==> config.mk <==
export PLATFORM = sky130hd
export DESIGN_NAME = dual_trace_queue_timestamp_merge_unit
export DESIGN_NICKNAME = d
export VERILOG_FILES = /design/src/hw/rtl/dtqtm_pkg.sv /design/src/hw/rtl/dual_trace_queue_timestamp_merge_unit.sv
export SDC_FILE = /design/constraint.sdc
export NUM_CORES = 2
export LEC_CHECK = 0
export BUFFER_PORTS_ARGS = -buffer_cell sky130_fd_sc_hd__buf_2
export CAP_MARGIN = 0
export CORE_MARGIN = 10
export CORE_UTILIZATION = 44
export DETAILED_ROUTE_END_ITERATION = 10
export MAX_ROUTING_LAYER = met4
export PLACE_DENSITY = 0.68
export REMOVE_ABC_BUFFERS = 1
export SYNTH_ARGS = -nofsm -noshare
export SYNTH_HDL_FRONTEND = slang
export SYNTH_SLANG_ARGS = --single-unit
==> constraint.sdc <==
create_clock -name clk_i -period 11.75 [get_ports clk_i]
set_input_delay 1.175 -clock clk_i [delete_from_list [all_inputs] [get_ports clk_i]]
set_output_delay 1.175 -clock clk_i [all_outputs]
set_load 0.03 [all_outputs]
==> src/hw/rtl/dtqtm_pkg.sv <==
package dtqtm_pkg;

  // Field widths fixed by the record format
  localparam int unsigned STAMP_W  = 32;
  localparam int unsigned PAYOUT_W = 32;
  localparam int unsigned LOST_W   = 32;

  // Operation codes (tuser bit 0)
  localparam logic OP_PUSH = 1'b0;
  localparam logic OP_POP  = 1'b1;

  // Queue selectors (tuser bit 1, result pop_source)
  localparam logic SRC_TASK = 1'b0;
  localparam logic SRC_ISR  = 1'b1;

  // Sequencer states, one-hot
  typedef enum logic [1:0] {
    ST_IDLE = 2'b01,
    ST_EXEC = 2'b10
  } state_e;

  // Result item, packed so that push_accepted sits at bit 0
  typedef struct packed {
    logic [3:0]          pad;
    logic [LOST_W-1:0]   lost_total;
    logic [PAYOUT_W-1:0] pop_payload;
    logic [STAMP_W-1:0]  pop_stamp;
    logic                pop_source;
    logic                pop_valid;
    logic                push_dropped;
    logic                push_accepted;
  } result_t;

endpackage

==> src/hw/rtl/dual_trace_queue_timestamp_merge_unit.sv <==
// Channel    | Dir | Fields (low bit up)
// s_axis     | in  | tdata: stamp[31:0], payload[63:32]; tuser: op[0], source[1]
// m_axis     | out | tdata: push_accepted, push_dropped, pop_valid, pop_source,
//            |     |        pop_stamp[35:4], pop_payload[67:36], lost_total[99:68]
// cfg        | in  | cfg_we_i / cfg_wdata_i: enable register
//
// Each item takes an accept step and an execute step, split by the registered
// memory read: the accept cycle issues the head reads of both queue memories,
// and the execute state uses the read data to merge, write back and update pointers.
// The result register lets an item be accepted while the previous result waits.
// A stalled result holds the execute cycle until it is taken.
// Reset clears pointers, fill counts, lost counter and enable; memories are not
// cleared (entries are read only once written).
module dual_trace_queue_timestamp_merge_unit #(
  parameter int unsigned QUEUE_DEPTH  = 16,
  parameter int unsigned PAYLOAD_BITS = 32
) (
  input  logic         clk_i,
  input  logic         rst_ni,
  input  logic         cfg_we_i,
  input  logic         cfg_wdata_i,
  input  logic         s_axis_tvalid_i,
  output logic         s_axis_tready_o,
  input  logic [63:0]  s_axis_tdata_i,  // stamp[31:0], payload[63:32]
  input  logic [1:0]   s_axis_tuser_i,  // op[0], source[1]
  output logic         m_axis_tvalid_o,
  input  logic         m_axis_tready_i,
  output logic [103:0] m_axis_tdata_o   // push_accepted, push_dropped, pop_valid,
                                        // pop_source, pop_stamp, pop_payload,
                                        // lost_total, zero pad
);

  localparam int unsigned AW = $clog2(QUEUE_DEPTH);
  localparam int unsigned FW = $clog2(QUEUE_DEPTH + 1);
  localparam int unsigned EW = dtqtm_pkg::STAMP_W + PAYLOAD_BITS;
  localparam logic [AW-1:0] LastIdx = AW'(QUEUE_DEPTH - 1);
  localparam logic [FW-1:0] FullLvl = FW'(QUEUE_DEPTH);

  dtqtm_pkg::state_e state_q, state_d;

  logic enable_q;
  logic op_q, src_q;
  logic [dtqtm_pkg::STAMP_W-1:0] stamp_q;
  logic [PAYLOAD_BITS-1:0]       pay_q;

  logic [AW-1:0] task_wr_q, task_wr_d, task_rd_q, task_rd_d;
  logic [AW-1:0] isr_wr_q, isr_wr_d, isr_rd_q, isr_rd_d;
  logic [FW-1:0] task_fill_q, task_fill_d, isr_fill_q, isr_fill_d;
  logic [dtqtm_pkg::LOST_W-1:0] lost_q, lost_d;

  logic [EW-1:0] task_mem [QUEUE_DEPTH];
  logic [EW-1:0] isr_mem  [QUEUE_DEPTH];
  logic [EW-1:0] task_rdata_q, isr_rdata_q;

  dtqtm_pkg::result_t res_q, res_d;
  logic out_valid_q;

  logic in_xfer, finish;
  logic task_we, isr_we;
  logic [EW-1:0] wr_entry;

  assign in_xfer = s_axis_tvalid_i && s_axis_tready_o;
  assign finish  = (state_q == dtqtm_pkg::ST_EXEC) && (!out_valid_q || m_axis_tready_i);
  assign s_axis_tready_o = (state_q == dtqtm_pkg::ST_IDLE);
  assign m_axis_tvalid_o = out_valid_q;
  assign m_axis_tdata_o  = res_q;
  assign wr_entry = {stamp_q, pay_q};

  // Enable register
  always_ff @(posedge clk_i or negedge rst_ni) begin
    if (!rst_ni) begin
      enable_q <= 1'b0;
    end else if (cfg_we_i) begin
      enable_q <= cfg_wdata_i;
    end
  end

  // Capture the accepted item
  always_ff @(posedge clk_i) begin
    if (in_xfer) begin
      op_q    <= s_axis_tuser_i[0];
      src_q   <= s_axis_tuser_i[1];
      stamp_q <= s_axis_tdata_i[31:0];
      pay_q   <= PAYLOAD_BITS'(s_axis_tdata_i[63:32]);
    end
  end

  // Queue memories: read heads on accept, write tail on finish
  always_ff @(posedge clk_i) begin
    if (task_we) begin
      task_mem[task_wr_q] <= wr_entry;
    end
    if (in_xfer) begin
      task_rdata_q <= task_mem[task_rd_q];
    end
  end

  always_ff @(posedge clk_i) begin
    if (isr_we) begin
      isr_mem[isr_wr_q] <= wr_entry;
    end
    if (in_xfer) begin
      isr_rdata_q <= isr_mem[isr_rd_q];
    end
  end

  // Execute: merge heads or store the record
  always_comb begin
    logic full, task_has, isr_has, pick_isr;
    logic [dtqtm_pkg::STAMP_W-1:0] t_stamp, i_stamp;
    logic [PAYLOAD_BITS-1:0] t_pay, i_pay;

    task_wr_d   = task_wr_q;
    task_rd_d   = task_rd_q;
    task_fill_d = task_fill_q;
    isr_wr_d    = isr_wr_q;
    isr_rd_d    = isr_rd_q;
    isr_fill_d  = isr_fill_q;
    lost_d      = lost_q;
    task_we     = 1'b0;
    isr_we      = 1'b0;
    res_d       = '0;

    full     = (src_q == dtqtm_pkg::SRC_ISR) ? (isr_fill_q == FullLvl)
                                             : (task_fill_q == FullLvl);
    task_has = (task_fill_q != '0);
    isr_has  = (isr_fill_q != '0);
    t_stamp  = task_rdata_q[EW-1:PAYLOAD_BITS];
    i_stamp  = isr_rdata_q[EW-1:PAYLOAD_BITS];
    t_pay    = task_rdata_q[PAYLOAD_BITS-1:0];
    i_pay    = isr_rdata_q[PAYLOAD_BITS-1:0];
    pick_isr = !task_has || (isr_has && (i_stamp < t_stamp));

    if (finish) begin
      if (op_q == dtqtm_pkg::OP_PUSH) begin
        if (enable_q) begin
          if (full) begin
            if (lost_q != '1) begin
              lost_d = lost_q + 1'b1;
            end
            res_d.push_dropped = 1'b1;
          end else begin
            res_d.push_accepted = 1'b1;
            if (src_q == dtqtm_pkg::SRC_ISR) begin
              isr_we     = 1'b1;
              isr_wr_d   = (isr_wr_q == LastIdx) ? '0 : isr_wr_q + 1'b1;
              isr_fill_d = isr_fill_q + 1'b1;
            end else begin
              task_we     = 1'b1;
              task_wr_d   = (task_wr_q == LastIdx) ? '0 : task_wr_q + 1'b1;
              task_fill_d = task_fill_q + 1'b1;
            end
          end
        end
      end else if (task_has || isr_has) begin
        res_d.pop_valid = 1'b1;
        if (pick_isr) begin
          res_d.pop_source  = dtqtm_pkg::SRC_ISR;
          res_d.pop_stamp   = i_stamp;
          res_d.pop_payload = dtqtm_pkg::PAYOUT_W'(i_pay);
          isr_rd_d   = (isr_rd_q == LastIdx) ? '0 : isr_rd_q + 1'b1;
          isr_fill_d = isr_fill_q - 1'b1;
        end else begin
          res_d.pop_source  = dtqtm_pkg::SRC_TASK;
          res_d.pop_stamp   = t_stamp;
          res_d.pop_payload = dtqtm_pkg::PAYOUT_W'(t_pay);
          task_rd_d   = (task_rd_q == LastIdx) ? '0 : task_rd_q + 1'b1;
          task_fill_d = task_fill_q - 1'b1;
        end
      end
      res_d.lost_total = lost_d;
    end
  end

  // Sequencer
  always_comb begin
    state_d = state_q;
    case (state_q)
      dtqtm_pkg::ST_IDLE: begin
        if (in_xfer) begin
          state_d = dtqtm_pkg::ST_EXEC;
        end
      end
      dtqtm_pkg::ST_EXEC: begin
        if (finish) begin
          state_d = dtqtm_pkg::ST_IDLE;
        end
      end
      default: state_d = dtqtm_pkg::ST_IDLE;
    endcase
  end

  // Control state
  always_ff @(posedge clk_i or negedge rst_ni) begin
    if (!rst_ni) begin
      state_q     <= dtqtm_pkg::ST_IDLE;
      task_wr_q   <= '0;
      task_rd_q   <= '0;
      task_fill_q <= '0;
      isr_wr_q    <= '0;
      isr_rd_q    <= '0;
      isr_fill_q  <= '0;
      lost_q      <= '0;
      out_valid_q <= 1'b0;
    end else begin
      state_q     <= state_d;
      task_wr_q   <= task_wr_d;
      task_rd_q   <= task_rd_d;
      task_fill_q <= task_fill_d;
      isr_wr_q    <= isr_wr_d;
      isr_rd_q    <= isr_rd_d;
      isr_fill_q  <= isr_fill_d;
      lost_q      <= lost_d;
      if (finish) begin
        out_valid_q <= 1'b1;
      end else if (m_axis_tready_i) begin
        out_valid_q <= 1'b0;
      end
    end
  end

  // Result register
  always_ff @(posedge clk_i) begin
    if (finish) begin
      res_q <= res_d;
    end
  end

`ifndef SYNTHESIS
  a_fill_bound: assert property (@(posedge clk_i) disable iff (!rst_ni)
    (task_fill_q <= FullLvl) && (isr_fill_q <= FullLvl))
    else $error("queue fill above depth");

  a_lost_mono: assert property (@(posedge clk_i) disable iff (!rst_ni)
    lost_q >= $past(lost_q))
    else $error("lost counter went down");

  a_one_kind: assert property (@(posedge clk_i) disable iff (!rst_ni)
    out_valid_q |-> !((res_q.push_accepted || res_q.push_dropped) && res_q.pop_valid))
    else $error("result marks both push and pop");

  a_exec_hold: assert property (@(posedge clk_i) disable iff (!rst_ni)
    (state_q == dtqtm_pkg::ST_EXEC) && out_valid_q && !m_axis_tready_i
      |=> (state_q == dtqtm_pkg::ST_EXEC))
    else $error("execute left while result stalled");
`endif

endmodule
==> impl_metrics.yaml <==
outcome:
  status: "complete, no violations"
synthesis:
  synth.avg_cell_area_um2: 23.34
  yosysSeqAreaShare_pct: 78.90
  yosys.area.top_type_share_pct: 77.20
  synth_largest_area_cell: "edfxtp_1"
  ys_types: 59
  synth.area.top_cells: "edfxtp_1 77%, mux4_2 16%, dfrtp_1 1.7%, nand2_1 0.78%, ha_1 0.66%"
  syn_area_um2: 91100
  syn_inst: 3904
  ys_warn_count: 0
  ys.flop_type: "edfxtp_1"
  ys_ff_latch: 2404
  synth_edf_count: 2342
  synthArstFlopShare_pct: 2.579
cells_and_area:
  drive_above_1_share_pct: 29.40
  regArea_um2: 71910
  multi_input_area_um2: 18400
  instances_no_fill: 7097
  nets: 4329
  fill_cells: 15860
  synthToLayoutAreaGrowth_pct: 12.93
placed_design:
  placed_cells: 6663
  dp_hpwl_mm: 120.2
  globalplace.congestion: 0.7881
  numPortBuffers: 173
timing:
  max-slew-margin-rel_pct: 12.92
  setup_viol: 0
  tns_ns: 0
  fmax_ghz: 0.2055
  hold_ws_ns: 0.4856
  drv_slew: 0
  skew_ns: 0.06054
  grt_setup_unrepaired: "no"
  min_period_over_period_pct: 41.42
  period_minus_slack_ns: 4.867
  hold_viol: 0
  tightestPinTransition_ns: 1.306
global_route:
  grt_use_met3_pct: 4.082
  grt_usage_pct: 19.46
  grt-busiest-layer: "met2"
  overflow: 0
  grt_util_met1_pct: 26.31
  grt_max_degree: 148
  grt_pass1_vias: 42160
  antenna_found_initial: 11
  grt_pass1_wl_mm: 309.3
  grtUsageMet2_pct: 30.72
worst_setup_path:
  r2r_cells: 8
  arrival_ns: 5.32
  crit_required_ns: 12.21
  ff2ff_setup_slack_ns: 6.88
  critical_path_class: "reg2reg"
  timing.rr.end: "task_mem[1][7]"
  startpoint_type: "flop"
  worstPathMaxFanout: 66
  r2r_start: "state_q[1]"
  critPathCaptureType: "flop"
detailed_routing:
  drt_first_pass_iters: 6
  routed_wl_mm: 214.4
  vias: 41430
  vias_per_cell: 5.838
  drtIter0Drc: 4992
  antenna_left: 0
  post_drt_wl_per_cell_um: 30.20
  drcViolationCount: 0
hold_path:
  holdPathStages: 1
  hold_class: "in2reg"
  hp-start: "s_axis_tdata_i[63]"
  whs_endpoint: "pay_q[31]"
die:
  design.die.area_um2: 225700
  core_um2: 205200
  io_pins: 178
  chipHeight_um: 475.0
  initial_utilization_pct: 44.40
  rows: 166
  fp.dieW_um: 475.0
clock_tree:
  postCtsSetupBuffers: 0
  clockBufferDepth: 3
  cts_hold_buffers: 0
  clk_latency_ns: 0.87
  cts_resized: 0
  cts_tree: "done"
  cts_made_buffers: 230
  htreeDepth: 4
  root_buffer: "clkbuf_16"
  cts_sinks: 2404
  cts.clk_slew.worst_paths_ns: 0.06
flow_run:
  cap_violations: 0
pwr:
  power.leakage_nw: 32.29
  vdd_drop_max_mv: 0.1657
  power_density_nw_per_um2: 207.6
## power breakdown
group          internal (mW)  switching (mW)  total [mW]
Sequential              9.74           0.424        10.2
Clock                   4.18            3.20        7.37
Combinational           1.92            1.91        3.83
## metal layers
| metal | up-vias | wire length (um) |
|---|---|---|
| met5 | - | 0 |
| met4 | 0 | 3979 |
| met3 | 267 | 18000 |
| met2 | 1873 | 106300 |
| met1 | 22290 | 86030 |
| li1 | 17000 | - |
## layout by cell type (no fill, tap or decap), types with 8 or more instances in the layout
| cell type | netlist | layout |
|---|---|---|
| a21oi_1 | 87 | 87 |
| ha_1 | 48 | 48 |
| clkbuf_1 | 100 | 52 |
| clkinv_2 | 0 | 51 |
| nand2_1 | 189 | 189 |
| buf_4 | 6 | 73 |
| clkinv_1 | 2 | 38 |
| o21ai_0 | 16 | 16 |
| inv_6 | 0 | 10 |
| nor2b_1 | 9 | 9 |
| nand3_1 | 28 | 28 |
| clkinvlp_4 | 0 | 13 |
| nand4_1 | 17 | 17 |
| nor2_1 | 38 | 38 |
| dfrtp_4 | 0 | 8 |
| clkbuf_16 | 0 | 231 |
| dfrtp_1 | 61 | 53 |
| mux2_2 | 9 | 9 |
| edfxtp_1 | 2342 | 2342 |
| xnor2_1 | 45 | 45 |
| and3_1 | 14 | 10 |
| buf_2 | 42 | 173 |
| xor2_1 | 27 | 27 |
| mux4_2 | 640 | 640 |
| bufinv_16 | 0 | 25 |
| and2_4 | 0 | 28 |
| nor3_1 | 11 | 11 |
| inv_1 | 47 | 47 |
## worst max path at each step
stage | to | startpoint | slack, ns
after detailed placement | task_mem[1][27] | m_axis_tready_i | 6.10
after floorplan | isr_rd_q[0] | isr_rd_q[0] | 0.40
after CTS | task_mem[1][49] | state_q[1] | 6.89
final | task_mem[1][7] | state_q[1] | 6.88
after global routing | task_mem[1][7] | state_q[1] | 6.49
after global placement | task_mem[0][61] | m_axis_tready_i | 6.31
## area by class of cell
class / count / area share, %
Antenna cell: 4 / 0.009729
Clock buffer: 284 / 5.822
Clock inverter: 146 / 1.469
Inverter: 49 / 0.1836
Multi-Input combinational cell: 1271 / 17.88
Sequential cell: 2404 / 69.89
Tap cell: 2688 / 3.269
Timing Repair Buffer: 251 / 1.471
## per-stage QoR
stage               power (mW)  cell area, um^2  worst slack [ns]  utilization [%]
global route             22.14           102900             6.492            50.14
global placement         14.19            95370             6.314            46.48
CTS                      21.57           102900             6.893            50.13
floorplan                14.14            90340            0.4035                -
finish                   21.36           102900             6.883            50.14
detailed placement       14.24            95370             6.097            46.48
## flip-flops by register name, summed over array words and instances (netlist names)
register         flops
enable_q             1
isr_fill_q           5
isr_mem           1024
isr_rd_q             4
isr_rdata_q         64
isr_wr_q             4
lost_q              32
m_axis_tdata_o     100
m_axis_tvalid_o      1
op_q                 1
pay_q               32
src_q                1
stamp_q             32
state_q              2
task_fill_q          5
task_mem          1024
task_rd_q            4
task_rdata_q        64
task_wr_q            4
## cell usage after synthesis (all sizes together), types with 2 or more instances
cell / n
nor2: 39
or4: 2
nor2b: 9
clkbuf: 100
a2111o: 2
mux4: 640
and4: 3
edfxtp: 2342
nand4b: 2
a21o: 6
and3: 14
and2: 30
nor3b: 2
nand2: 189
mux2i: 4
ha: 48
dfrtp: 61
mux2: 9
nand3: 28
a21oi: 89
a31oi: 3
xnor2: 45
nor3: 11
nand2b: 6
xor2: 27
o41ai: 2
nand4: 18
inv: 47
buf: 83
o21ai: 16
clkinv: 2
fa: 2
nor4: 7
## critical path: stages (launching register included)
cell	delay, ns
dfrtp_1	0.36
nor2b_1	0.20
nand2_1	0.30
inv_6	0.59
nand2_1	0.43
nor4_1	0.85
nor2b_1	0.35
and2_4	0.45
buf_4	0.75
## kinds of logic (layout without fill, tap and decap cells)
| group | count (synthesis) | in the layout | synth area share, % |
|---|---|---|---|
| muxes | 653 | 653 | 15.98 |
| AOI/OAI and AO/OA | 128 | 128 | 0.7870 |
| adders and majority gates | 50 | 50 | 0.7032 |
| and+or+nand+nor | 364 | 364 | 1.890 |
| other | 1 | 8 | 0.004116 |
| buffers and inverters | 232 | 730 | 1.047 |
| DFF | 2404 | 2404 | 78.90 |
| xor gates and xnor gates | 72 | 72 | 0.6922 |
(Power assumes the default switching activity.)
